## src/design/gmcp_pkg.sv

```systemverilog
// ----------------------------------------------------------------------------
// gmcp_pkg
// Shared types and constants for the grid min-cost path block.
// ----------------------------------------------------------------------------
`timescale 1ns / 1ps

package gmcp_pkg;

  localparam int MAX_DIM     = 32;
  localparam int POS_W       = $clog2(MAX_DIM);
  localparam int DIM_W       = 6;
  localparam int COST_W      = 16;
  localparam int SUM_W       = 22;
  localparam int MARK_ADDR_W = 2 * POS_W;
  localparam int STACK_DEPTH = 2 * MAX_DIM - 2;
  localparam int STK_W       = $clog2(STACK_DEPTH + 1);
  localparam int CFG_IDX_W   = 1;
  localparam int OUT_DATA_W  = 24;

  localparam logic [CFG_IDX_W-1:0] REG_ROWS = 1'b0;
  localparam logic [CFG_IDX_W-1:0] REG_COLS = 1'b1;

  typedef enum logic [1:0] {
    MARK_START = 2'd0,
    MARK_LEFT  = 2'd1,
    MARK_UP    = 2'd2,
    MARK_DIAG  = 2'd3
  } mark_t;

  localparam logic [1:0] MOVE_RIGHT = 2'd0;
  localparam logic [1:0] MOVE_DOWN  = 2'd1;
  localparam logic [1:0] MOVE_DIAG  = 2'd2;

  // controller -> datapath
  typedef struct packed {
    logic cell_step;    // take one cell
    logic restart;      // clear run position
    logic tb_start;     // load trace position from last cell
    logic tb_rd;        // issue mark read at trace position
    logic tb_step;      // evaluate read mark
    logic pop;          // move stack pointer down one
  } gmcp_cmd_t;

  // datapath -> controller
  typedef struct packed {
    logic last_cell;    // current cell is the last of the grid
    logic tb_done;      // trace walk has stopped
    logic stk_empty;    // no moves left to emit
    logic stk_one;      // exactly one move left to emit
  } gmcp_sts_t;

endpackage

```

## src/design/gmcp_datapath.sv

```systemverilog
// ----------------------------------------------------------------------------
// gmcp_datapath
// Running-cost row buffer, mark memory, trace walk and move stack.
// ----------------------------------------------------------------------------
`timescale 1ns / 1ps

module gmcp_datapath import gmcp_pkg::*; (
  input  logic                    clk,
  input  logic                    rst_n,
  input  gmcp_cmd_t               cmd,
  output gmcp_sts_t               sts,
  input  logic                    cfg_we,
  input  logic [CFG_IDX_W-1:0]    cfg_idx,
  input  logic [DIM_W-1:0]        cfg_val,
  input  logic signed [COST_W-1:0] cell_cost,
  output logic signed [SUM_W-1:0] total_cost,
  output logic [1:0]              top_move
);

  logic [DIM_W-1:0] rows_r, cols_r;
  logic [POS_W-1:0] rows_m1, cols_m1;
  logic [POS_W-1:0] row_r, col_r;
  logic signed [SUM_W-1:0] left_r, diag_r, total_r;
  logic signed [SUM_W-1:0] row_costs [MAX_DIM];
  logic [1:0] marks [MAX_DIM*MAX_DIM];
  logic [1:0] stack [STACK_DEPTH];
  logic [STK_W-1:0] sp_r;
  logic [POS_W-1:0] tr_r, tq_r;
  logic [1:0] mark_q_r;
  logic tb_done_r;

  // effective dimension minus one: 0 acts as 1, above MAX_DIM clamps
  function automatic logic [POS_W-1:0] dim_m1(input logic [DIM_W-1:0] v);
    logic [DIM_W-1:0] t;
    if (v == '0) t = '0;
    else if (v > DIM_W'(MAX_DIM)) t = DIM_W'(MAX_DIM - 1);
    else t = v - DIM_W'(1);
    return t[POS_W-1:0];
  endfunction

  assign rows_m1 = dim_m1(rows_r);
  assign cols_m1 = dim_m1(cols_r);

  // configuration registers
  always_ff @(posedge clk) begin
    if (!rst_n) begin
      rows_r <= DIM_W'(1);
      cols_r <= DIM_W'(1);
    end else if (cfg_we) begin
      case (cfg_idx)
        REG_ROWS: rows_r <= cfg_val;
        REG_COLS: cols_r <= cfg_val;
        default: ;
      endcase
    end
  end

  // cell recurrence
  logic signed [SUM_W-1:0] up, best, d;
  logic [1:0] mark;
  logic signed [SUM_W-1:0] c_ext;
  assign c_ext = SUM_W'(cell_cost);
  assign up    = row_costs[col_r];

  always_comb begin
    if (row_r == '0 && col_r == '0) begin
      best = '0; mark = MARK_START;
    end else if (row_r == '0) begin
      best = left_r; mark = MARK_LEFT;
    end else if (col_r == '0) begin
      best = up; mark = MARK_UP;
    end else if (up <= diag_r && up <= left_r) begin
      best = up; mark = MARK_UP;
    end else if (diag_r <= left_r) begin
      best = diag_r; mark = MARK_DIAG;
    end else begin
      best = left_r; mark = MARK_LEFT;
    end
  end
  assign d = best + c_ext;

  // position and neighbor costs
  always_ff @(posedge clk) begin
    if (!rst_n) begin
      row_r <= '0; col_r <= '0; left_r <= '0; diag_r <= '0;
    end else if (cmd.restart || cfg_we) begin
      row_r <= '0; col_r <= '0; left_r <= '0; diag_r <= '0;
    end else if (cmd.cell_step) begin
      diag_r <= up;
      if (col_r != cols_m1) begin
        col_r  <= col_r + POS_W'(1);
        left_r <= d;
      end else begin
        col_r  <= '0;
        row_r  <= row_r + POS_W'(1);
        left_r <= '0;
      end
    end
  end

  // row buffer and total
  always_ff @(posedge clk) begin
    if (cmd.cell_step) begin
      row_costs[col_r] <= d;
      total_r          <= d;
    end
  end
  assign total_cost = total_r;

  // mark memory: one write port, one registered read port
  always_ff @(posedge clk) begin
    if (cmd.cell_step) marks[{row_r, col_r}] <= mark;
    if (cmd.tb_rd)     mark_q_r <= marks[{tr_r, tq_r}];
  end

  // trace walk and move stack
  logic done_now;
  logic [1:0] push_mv;
  always_comb begin
    done_now = 1'b0;
    push_mv  = MOVE_RIGHT;
    if (sp_r == STK_W'(STACK_DEPTH)) done_now = 1'b1;
    else begin
      case (mark_q_r)
        MARK_LEFT: begin
          push_mv = MOVE_RIGHT; done_now = (tq_r == '0);
        end
        MARK_UP: begin
          push_mv = MOVE_DOWN; done_now = (tr_r == '0);
        end
        MARK_DIAG: begin
          push_mv = MOVE_DIAG; done_now = (tr_r == '0) || (tq_r == '0);
        end
        default: done_now = 1'b1;
      endcase
    end
  end

  always_ff @(posedge clk) begin
    if (!rst_n) begin
      sp_r <= '0; tb_done_r <= 1'b0; tr_r <= '0; tq_r <= '0;
    end else if (cmd.tb_start) begin
      sp_r <= '0; tb_done_r <= 1'b0; tr_r <= rows_m1; tq_r <= cols_m1;
    end else if (cmd.tb_step) begin
      if (done_now) tb_done_r <= 1'b1;
      else begin
        sp_r <= sp_r + STK_W'(1);
        if (mark_q_r == MARK_LEFT || mark_q_r == MARK_DIAG) tq_r <= tq_r - POS_W'(1);
        if (mark_q_r == MARK_UP   || mark_q_r == MARK_DIAG) tr_r <= tr_r - POS_W'(1);
      end
    end else if (cmd.pop) begin
      sp_r <= sp_r - STK_W'(1);
    end
  end

  // stack read address follows the pointer's next value on a pop, so the
  // registered top is ready in the cycle after a pop; otherwise it reads the current top
  logic [STK_W-1:0] rd_idx;
  logic [1:0] top_q_r;
  assign rd_idx = cmd.pop ? sp_r - STK_W'(2) : sp_r - STK_W'(1);

  always_ff @(posedge clk) begin
    if (cmd.tb_step && !done_now) stack[sp_r] <= push_mv;
    if (rd_idx < STK_W'(STACK_DEPTH)) top_q_r <= stack[rd_idx];
  end

  assign top_move = top_q_r;

  always_comb begin
    sts.last_cell = (row_r == rows_m1) && (col_r == cols_m1);
    sts.tb_done   = tb_done_r;
    sts.stk_empty = (sp_r == '0);
    sts.stk_one   = (sp_r == STK_W'(1));
  end

  // stack never exceeds its depth
  a_sp_bound: assert property (@(posedge clk) disable iff (!rst_n)
    sp_r <= STK_W'(STACK_DEPTH))
    else $error("move stack overflow");
  // a pop never happens on an empty stack
  a_pop_nonempty: assert property (@(posedge clk) disable iff (!rst_n)
    cmd.pop |-> sp_r != '0)
    else $error("pop on empty stack");
  // cell step and trace never overlap
  a_excl: assert property (@(posedge clk) disable iff (!rst_n)
    !(cmd.cell_step && (cmd.tb_step || cmd.tb_rd)))
    else $error("cell step during trace");

endmodule

```

## src/design/gmcp_ctrl.sv

```systemverilog
// ----------------------------------------------------------------------------
// gmcp_ctrl
// Sequencer: cell intake, trace walk and result emission.
// ----------------------------------------------------------------------------
`timescale 1ns / 1ps

module gmcp_ctrl import gmcp_pkg::*; (
  input  logic      clk,
  input  logic      rst_n,
  input  logic      in_tvalid,
  output logic      in_tready,
  output logic      out_tvalid,
  input  logic      out_tready,
  output logic      out_kind,
  output logic      out_last,
  output logic      cost_sel,
  output gmcp_cmd_t cmd,
  input  gmcp_sts_t sts
);

  typedef enum logic [2:0] {
    S_CELL, S_RD, S_EVAL, S_COST, S_MOVE
  } state_t;

  state_t state_r, state_nxt;
  logic in_acc, out_acc;

  assign in_tready = (state_r == S_CELL);
  assign in_acc    = in_tvalid && in_tready;
  assign out_tvalid = (state_r == S_COST) || (state_r == S_MOVE);
  assign out_acc   = out_tvalid && out_tready;
  assign cost_sel  = (state_r == S_COST);
  assign out_kind  = (state_r == S_MOVE);
  // in S_MOVE the stack is non-empty; last when one entry remains
  assign out_last  = (state_r == S_COST) ? sts.stk_empty : sts.stk_one;

  // commands
  always_comb begin
    cmd = '0;
    cmd.cell_step = in_acc;
    cmd.tb_start  = in_acc && sts.last_cell;
    cmd.tb_rd     = (state_r == S_RD);
    cmd.tb_step   = (state_r == S_EVAL);
    cmd.pop       = (state_r == S_MOVE) && out_acc;
    cmd.restart   = (state_r == S_COST || state_r == S_MOVE) && out_acc && out_last;
  end

  always_comb begin
    state_nxt = state_r;
    case (state_r)
      S_CELL: if (in_acc && sts.last_cell) state_nxt = S_RD;
      S_RD:   state_nxt = S_EVAL;
      S_EVAL: state_nxt = S_RD;
      S_COST: if (out_acc) state_nxt = sts.stk_empty ? S_CELL : S_MOVE;
      S_MOVE: if (out_acc && out_last) state_nxt = S_CELL;
      default: state_nxt = S_CELL;
    endcase
    if (state_r == S_RD && sts.tb_done) state_nxt = S_COST;
  end

  always_ff @(posedge clk) begin
    if (!rst_n) state_r <= S_CELL;
    else        state_r <= state_nxt;
  end

  a_no_in_while_out: assert property (@(posedge clk) disable iff (!rst_n)
    out_tvalid |-> !in_tready)
    else $error("input taken during emission");
  a_trace_follows: assert property (@(posedge clk) disable iff (!rst_n)
    cmd.tb_start |=> state_r == S_RD)
    else $error("trace did not start");
  a_out_hold: assert property (@(posedge clk) disable iff (!rst_n)
    out_tvalid && !out_tready |=> out_tvalid)
    else $error("result beat dropped while stalled");

endmodule

```

## src/design/grid_min_cost_path_traceback.sv

```systemverilog
// ----------------------------------------------------------------------------
// grid_min_cost_path_traceback
// Minimum-cost grid path with right, down and diagonal moves and traceback.
// ----------------------------------------------------------------------------
// Usage:
//   Write grid_rows (index 0) and grid_cols (index 1) on the cfg channel while
//   idle; any write restarts the run. Cells arrive row-major on the in_ channel,
//   one beat per cycle. After the last cell the block stops taking beats, walks
//   the direction marks back via the mark memory read port, reading and then
//   evaluating one mark per move until the walk stops, then sends the total cost
//   beat followed by one beat per move from start to end; tlast marks the
//   final beat of the run. out_tvalid holds while out_tready is low; the block
//   waits. Reset sets both dimensions to 1 and restarts the run; stores need no
//   clearing pass.
// ----------------------------------------------------------------------------
`timescale 1ns / 1ps

module grid_min_cost_path_traceback import gmcp_pkg::*; (
  input  logic                  clk,
  input  logic                  rst_n,
  input  logic                  cfg_valid,
  output logic                  cfg_ready,
  input  logic [CFG_IDX_W-1:0]  cfg_index,
  input  logic [DIM_W-1:0]      cfg_data,
  input  logic                  in_tvalid,
  output logic                  in_tready,
  input  logic [COST_W-1:0]     in_tdata,    // [15:0] cell_cost
  output logic                  out_tvalid,
  input  logic                  out_tready,
  output logic [OUT_DATA_W-1:0] out_tdata,   // [21:0] path_cost, [23:22] move_dir
  output logic                  out_tuser,   // [0] result_kind
  output logic                  out_tlast    // last_result
);

  gmcp_cmd_t cmd;
  gmcp_sts_t sts;
  logic cost_sel, kind;
  logic signed [SUM_W-1:0] total;
  logic [1:0] top_move;

  assign cfg_ready = 1'b1;

  gmcp_ctrl u_ctrl (
    .clk, .rst_n,
    .in_tvalid (in_tvalid), .in_tready (in_tready),
    .out_tvalid(out_tvalid), .out_tready(out_tready),
    .out_kind  (kind), .out_last(out_tlast), .cost_sel(cost_sel),
    .cmd, .sts
  );

  gmcp_datapath u_dp (
    .clk, .rst_n, .cmd, .sts,
    .cfg_we (cfg_valid), .cfg_idx(cfg_index), .cfg_val(cfg_data),
    .cell_cost (in_tdata), .total_cost(total), .top_move(top_move)
  );

  assign out_tuser = kind;
  assign out_tdata = cost_sel ? {2'b00, total} : {top_move, {SUM_W{1'b0}}};

endmodule

```

## config.mk

```make
export PLATFORM = sky130hd
export DESIGN_NAME = grid_min_cost_path_traceback
export DESIGN_NICKNAME = d
export VERILOG_FILES = /design/src/design/gmcp_pkg.sv /design/src/design/gmcp_datapath.sv /design/src/design/gmcp_ctrl.sv /design/src/design/grid_min_cost_path_traceback.sv
export SDC_FILE = /design/constraint.sdc
export NUM_CORES = 2
export LEC_CHECK = 0
export BUFFER_PORTS_ARGS = -buffer_cell sky130_fd_sc_hd__buf_4
export CAP_MARGIN = 10
export CORE_AREA = 2 2 735 737
export DETAILED_ROUTE_END_ITERATION = 10
export DIE_AREA = 0 0 737 739
export MAX_ROUTING_LAYER = met4
export PLACE_DENSITY = 0.42
export SYNTH_ARGS = -nofsm -noshare
export SYNTH_HDL_FRONTEND = slang
export SYNTH_SLANG_ARGS = --single-unit
```

## constraint.sdc

```tcl
create_clock -name clk -period 37.2 [get_ports clk]
set_input_delay 7.44 -clock clk [delete_from_list [all_inputs] [get_ports clk]]
set_output_delay 7.44 -clock clk [all_outputs]
set_load 0.02 [all_outputs]
```

==> qor.yml <==
leakagePower_nw: 44.3
dpl_cell_area_um2: 133000
clkTransAtPathRegs_ns: 0.06
rsz0062_at_grt: "no"
worst_slew_margin_rel_pct: 17.7
cts_tree: "yes"
slowest_stage: "buf_4"
layout_setup_ws_ns: 25.76
p_switching_w: 0.00172
die_area_um2: 545000
powerDensity_nw_per_um2: 52.4
firstDrtPassIters: 5
p_int_w: 0.00581
yosysSeqAreaShare_pct: 72.3
wl_um: 363000
drc: 0
grt_overflow: 0
num_vias: 63100
slew_viol_final: 0
critPathMaxFanout: 43
synth_edf_count: 2902
nets: 6898
place_congestion: 0.785
antenna_left: 0
tightest_slew_ns: 1.23
synth_top_area_cell: "edfxtp_1"
stdcell_count: 14200
drt-initial-drc-count: 5808
ios: 57
vdd_drop_max_uv: 34.2
cts_sinks: 2993
place_inst: 13600
top_usage_layer: "met2"
synth_top_flop_cell: "edfxtp_1"
yosys-top-cells-area: "edfxtp_1, mux4_2, nor2_1, dfxtp_1, ha_1"
place.detailed.hpwl_um: 204000
drive_gt1_share_pct: 24.9
port_buffers: 55
netlist.area_leader.share_pct: 70.8
use_met3_pct: 1.73
grt_pass1_wl_um: 513000
finalClockSkew_ns: 0.141
max_stage_delay_ns: 0.84
fill_cells: 53800
startpoint_type: "register"
wl_per_cell_um: 25.5
cts_root_buf: "clkbuf_16"
p_seq_share_pct: 50.2
fp.dieH_um: 739
worstHoldPathType: "register to register"
r2r_cells: 30
ys_types: 72
ctsResizeCount: 0
status: "finished, final reports clean"
core-area_um2: 536000
clkPwrFrac_pct: 43.7
maxCapViolations: 0
grt_util_met2_pct: 22.4
p_comb_share_pct: 6.1
cpMostUsedCell: "buf_4"
ys_seq_elements: 2993
worstPathArrival_ns: 12.11
post-route-period-util_pct: 30.8
postCtsHoldBufs: 0
fmax_mhz: 87.4
cts_buffer_depth: 4
clk_latency_ns: 0.99
grt_pass1_vias: 67200
die_x_um: 737
finish.instance_area_um2: 144000
async_reset_ff_share_pct: 0
p_sw_share_pct: 22.8
avgSynthCellArea_um2: 18.6
syn_area_um2: 123000
grt_max_degree: 191
viasPerCell: 4.44
row_count: 269
grt_use_total_pct: 13.3
cp-end-kind: "register"
worst-setup-path-type: "register to register"
grt_util_met1_pct: 17.2
fin_crit_ns: 11.44
min_path_cells: 2
initial_core_util_pct: 23.0
finalHoldViolations: 0
htreeDepth: 5
synth_cells: 6615
syn-num-nets: 6756
post-place-ws_ns: 25.57
postCtsSetupRepairBufs: 0
yosys_warnings: 0
antenna_found_initial: 19
worstPathRequired_ns: 37.87
cts_buffers: 342
area_growth_pct: 16.8
setup_viol: 0
==> flip-flops by register name, summed over array words and instances (netlist names), 6 cells and up, named ones only <==
name / flops
u_dp.row_costs: 704
u_dp.stack: 124
u_dp.rows_r: 6
u_dp.sp_r: 6
u_dp.cols_r: 6
u_dp.total_cost: 22
u_dp.diag_r: 22
u_dp.left_r: 22
u_dp.marks: 2048
==> final cells by class <==
class | instances | area, um2 | share of cell area [%]
antenna | 5 | 12.5 | 0.00871
clock buffer | 420 | 8900 | 6.19
clock inverter | 188 | 1910 | 1.33
inverter | 131 | 493 | 0.343
multi-input combinational | 3015 | 32100 | 22.4
sequential | 2993 | 89000 | 61.9
tap | 7181 | 8980 | 6.25
timing repair buffer | 274 | 2270 | 1.58
==> routing by layer <==
metal / wire length (um) / share of wire, % / vias up
met5: 0 / 0 / -
met4: 8610 / 2.4 / 0
met3: 16200 / 4.5 / 455
met2: 182000 / 50 / 1576
met1: 156000 / 43 / 34500
li1: - / - / 26600
==> synth_stat cells (all sizes together) (12+ instances only) <==
library cell	number
clkbuf	344
a22oi	15
nand3	52
edfxtp	2902
dfxtp	91
and3	30
nor2b	26
o21ai	42
buf	132
ha	112
xor2	17
nor2	1212
inv	129
a211oi	43
nand4	16
mux2i	69
nand2	137
mux4	925
xnor2	32
a21oi	113
nand2b	12
a22o	21
nor3	23
==> logic make-up after synthesis <==
group / Yosys count / share of synthesized area (%)
xor+xnor: 49 / 0.349
mux: 995 / 17.5
fa+ha+maj: 116 / 1.18
simple gates: 1563 / 5.18
buf+inv: 607 / 1.97
other cells: 1 / 0.00305
compound gates: 291 / 1.51
flops: 2993 / 72.3
==> per-stage QoR <==
stage / setup TNS (ns) / hold slack (ns) / total power, W / util, %
finish: 0 / 0.471 / 0.00753 / 26.8
global route: 0 / 0.506 / 0.00778 / 26.8
CTS: 0 / 0.478 / 0.00762 / 26.8
detailed placement: 0 / 0.470 / 0.00432 / 24.8
global placement: 0 / 0.465 / 0.00431 / 24.7
floorplan: -29.53 / 0.445 / 0.00421 / -
==> worst max-delay path: cells and delay by family (launching register included) <==
| kind | cells | cell delay, ns |
|---|---|---|
| XOR/XNOR | 1 | 0.15 |
| multiplexers | 5 | 1.80 |
| buffers and inverters | 7 | 3.38 |
| flip-flops | 1 | 0.57 |
| AO/OA/AOI/OAI | 11 | 3.64 |
| AND/OR/NAND/NOR | 3 | 0.61 |
| adder cells (fa/ha/maj) | 3 | 0.80 |
==> path summary, 6_finish.rpt <==
kind | from | slack [ns] | to
worst min register to register | u_dp.left_r[6]$_SDFFE_PP0P_ | 0.47 | u_dp.left_r[6]$_SDFFE_PP0P_
worst max-delay path | register | 25.76 | u_dp.row_costs[1][20]$_DFFE_PP_
worst max register to register | register | 25.76 | u_dp.row_costs[1][20]$_DFFE_PP_
worst min-delay path | u_dp.left_r[6]$_SDFFE_PP0P_ | 0.47 | u_dp.left_r[6]$_SDFFE_PP0P_
==> power by group through the flow <==
stage               logic, W  registers (W)  clock network, W
floorplan           0.000299        0.00391                 0
global placement    0.000468        0.00385                 0
detailed placement  0.000473        0.00385                 0
CTS                 0.000474        0.00378           0.00337
global route        0.000505        0.00378           0.00350
finish              0.000461        0.00377           0.00329
==> placed cells by master (no fill, tap or decap), types with 52 or more instances in the layout <==
| cell | n |
|---|---|
| a21oi_1 | 111 |
| buf_4 | 259 |
| clkbuf_1 | 73 |
| clkbuf_16 | 342 |
| clkinv_1 | 76 |
| dfxtp_1 | 81 |
| edfxtp_1 | 2902 |
| ha_1 | 112 |
| inv_1 | 127 |
| mux2i_1 | 68 |
| mux4_2 | 925 |
| nand2_1 | 104 |
| nand3_1 | 52 |
| nor2_1 | 1209 |
Note: power is estimated with default switching activity, not from simulation.
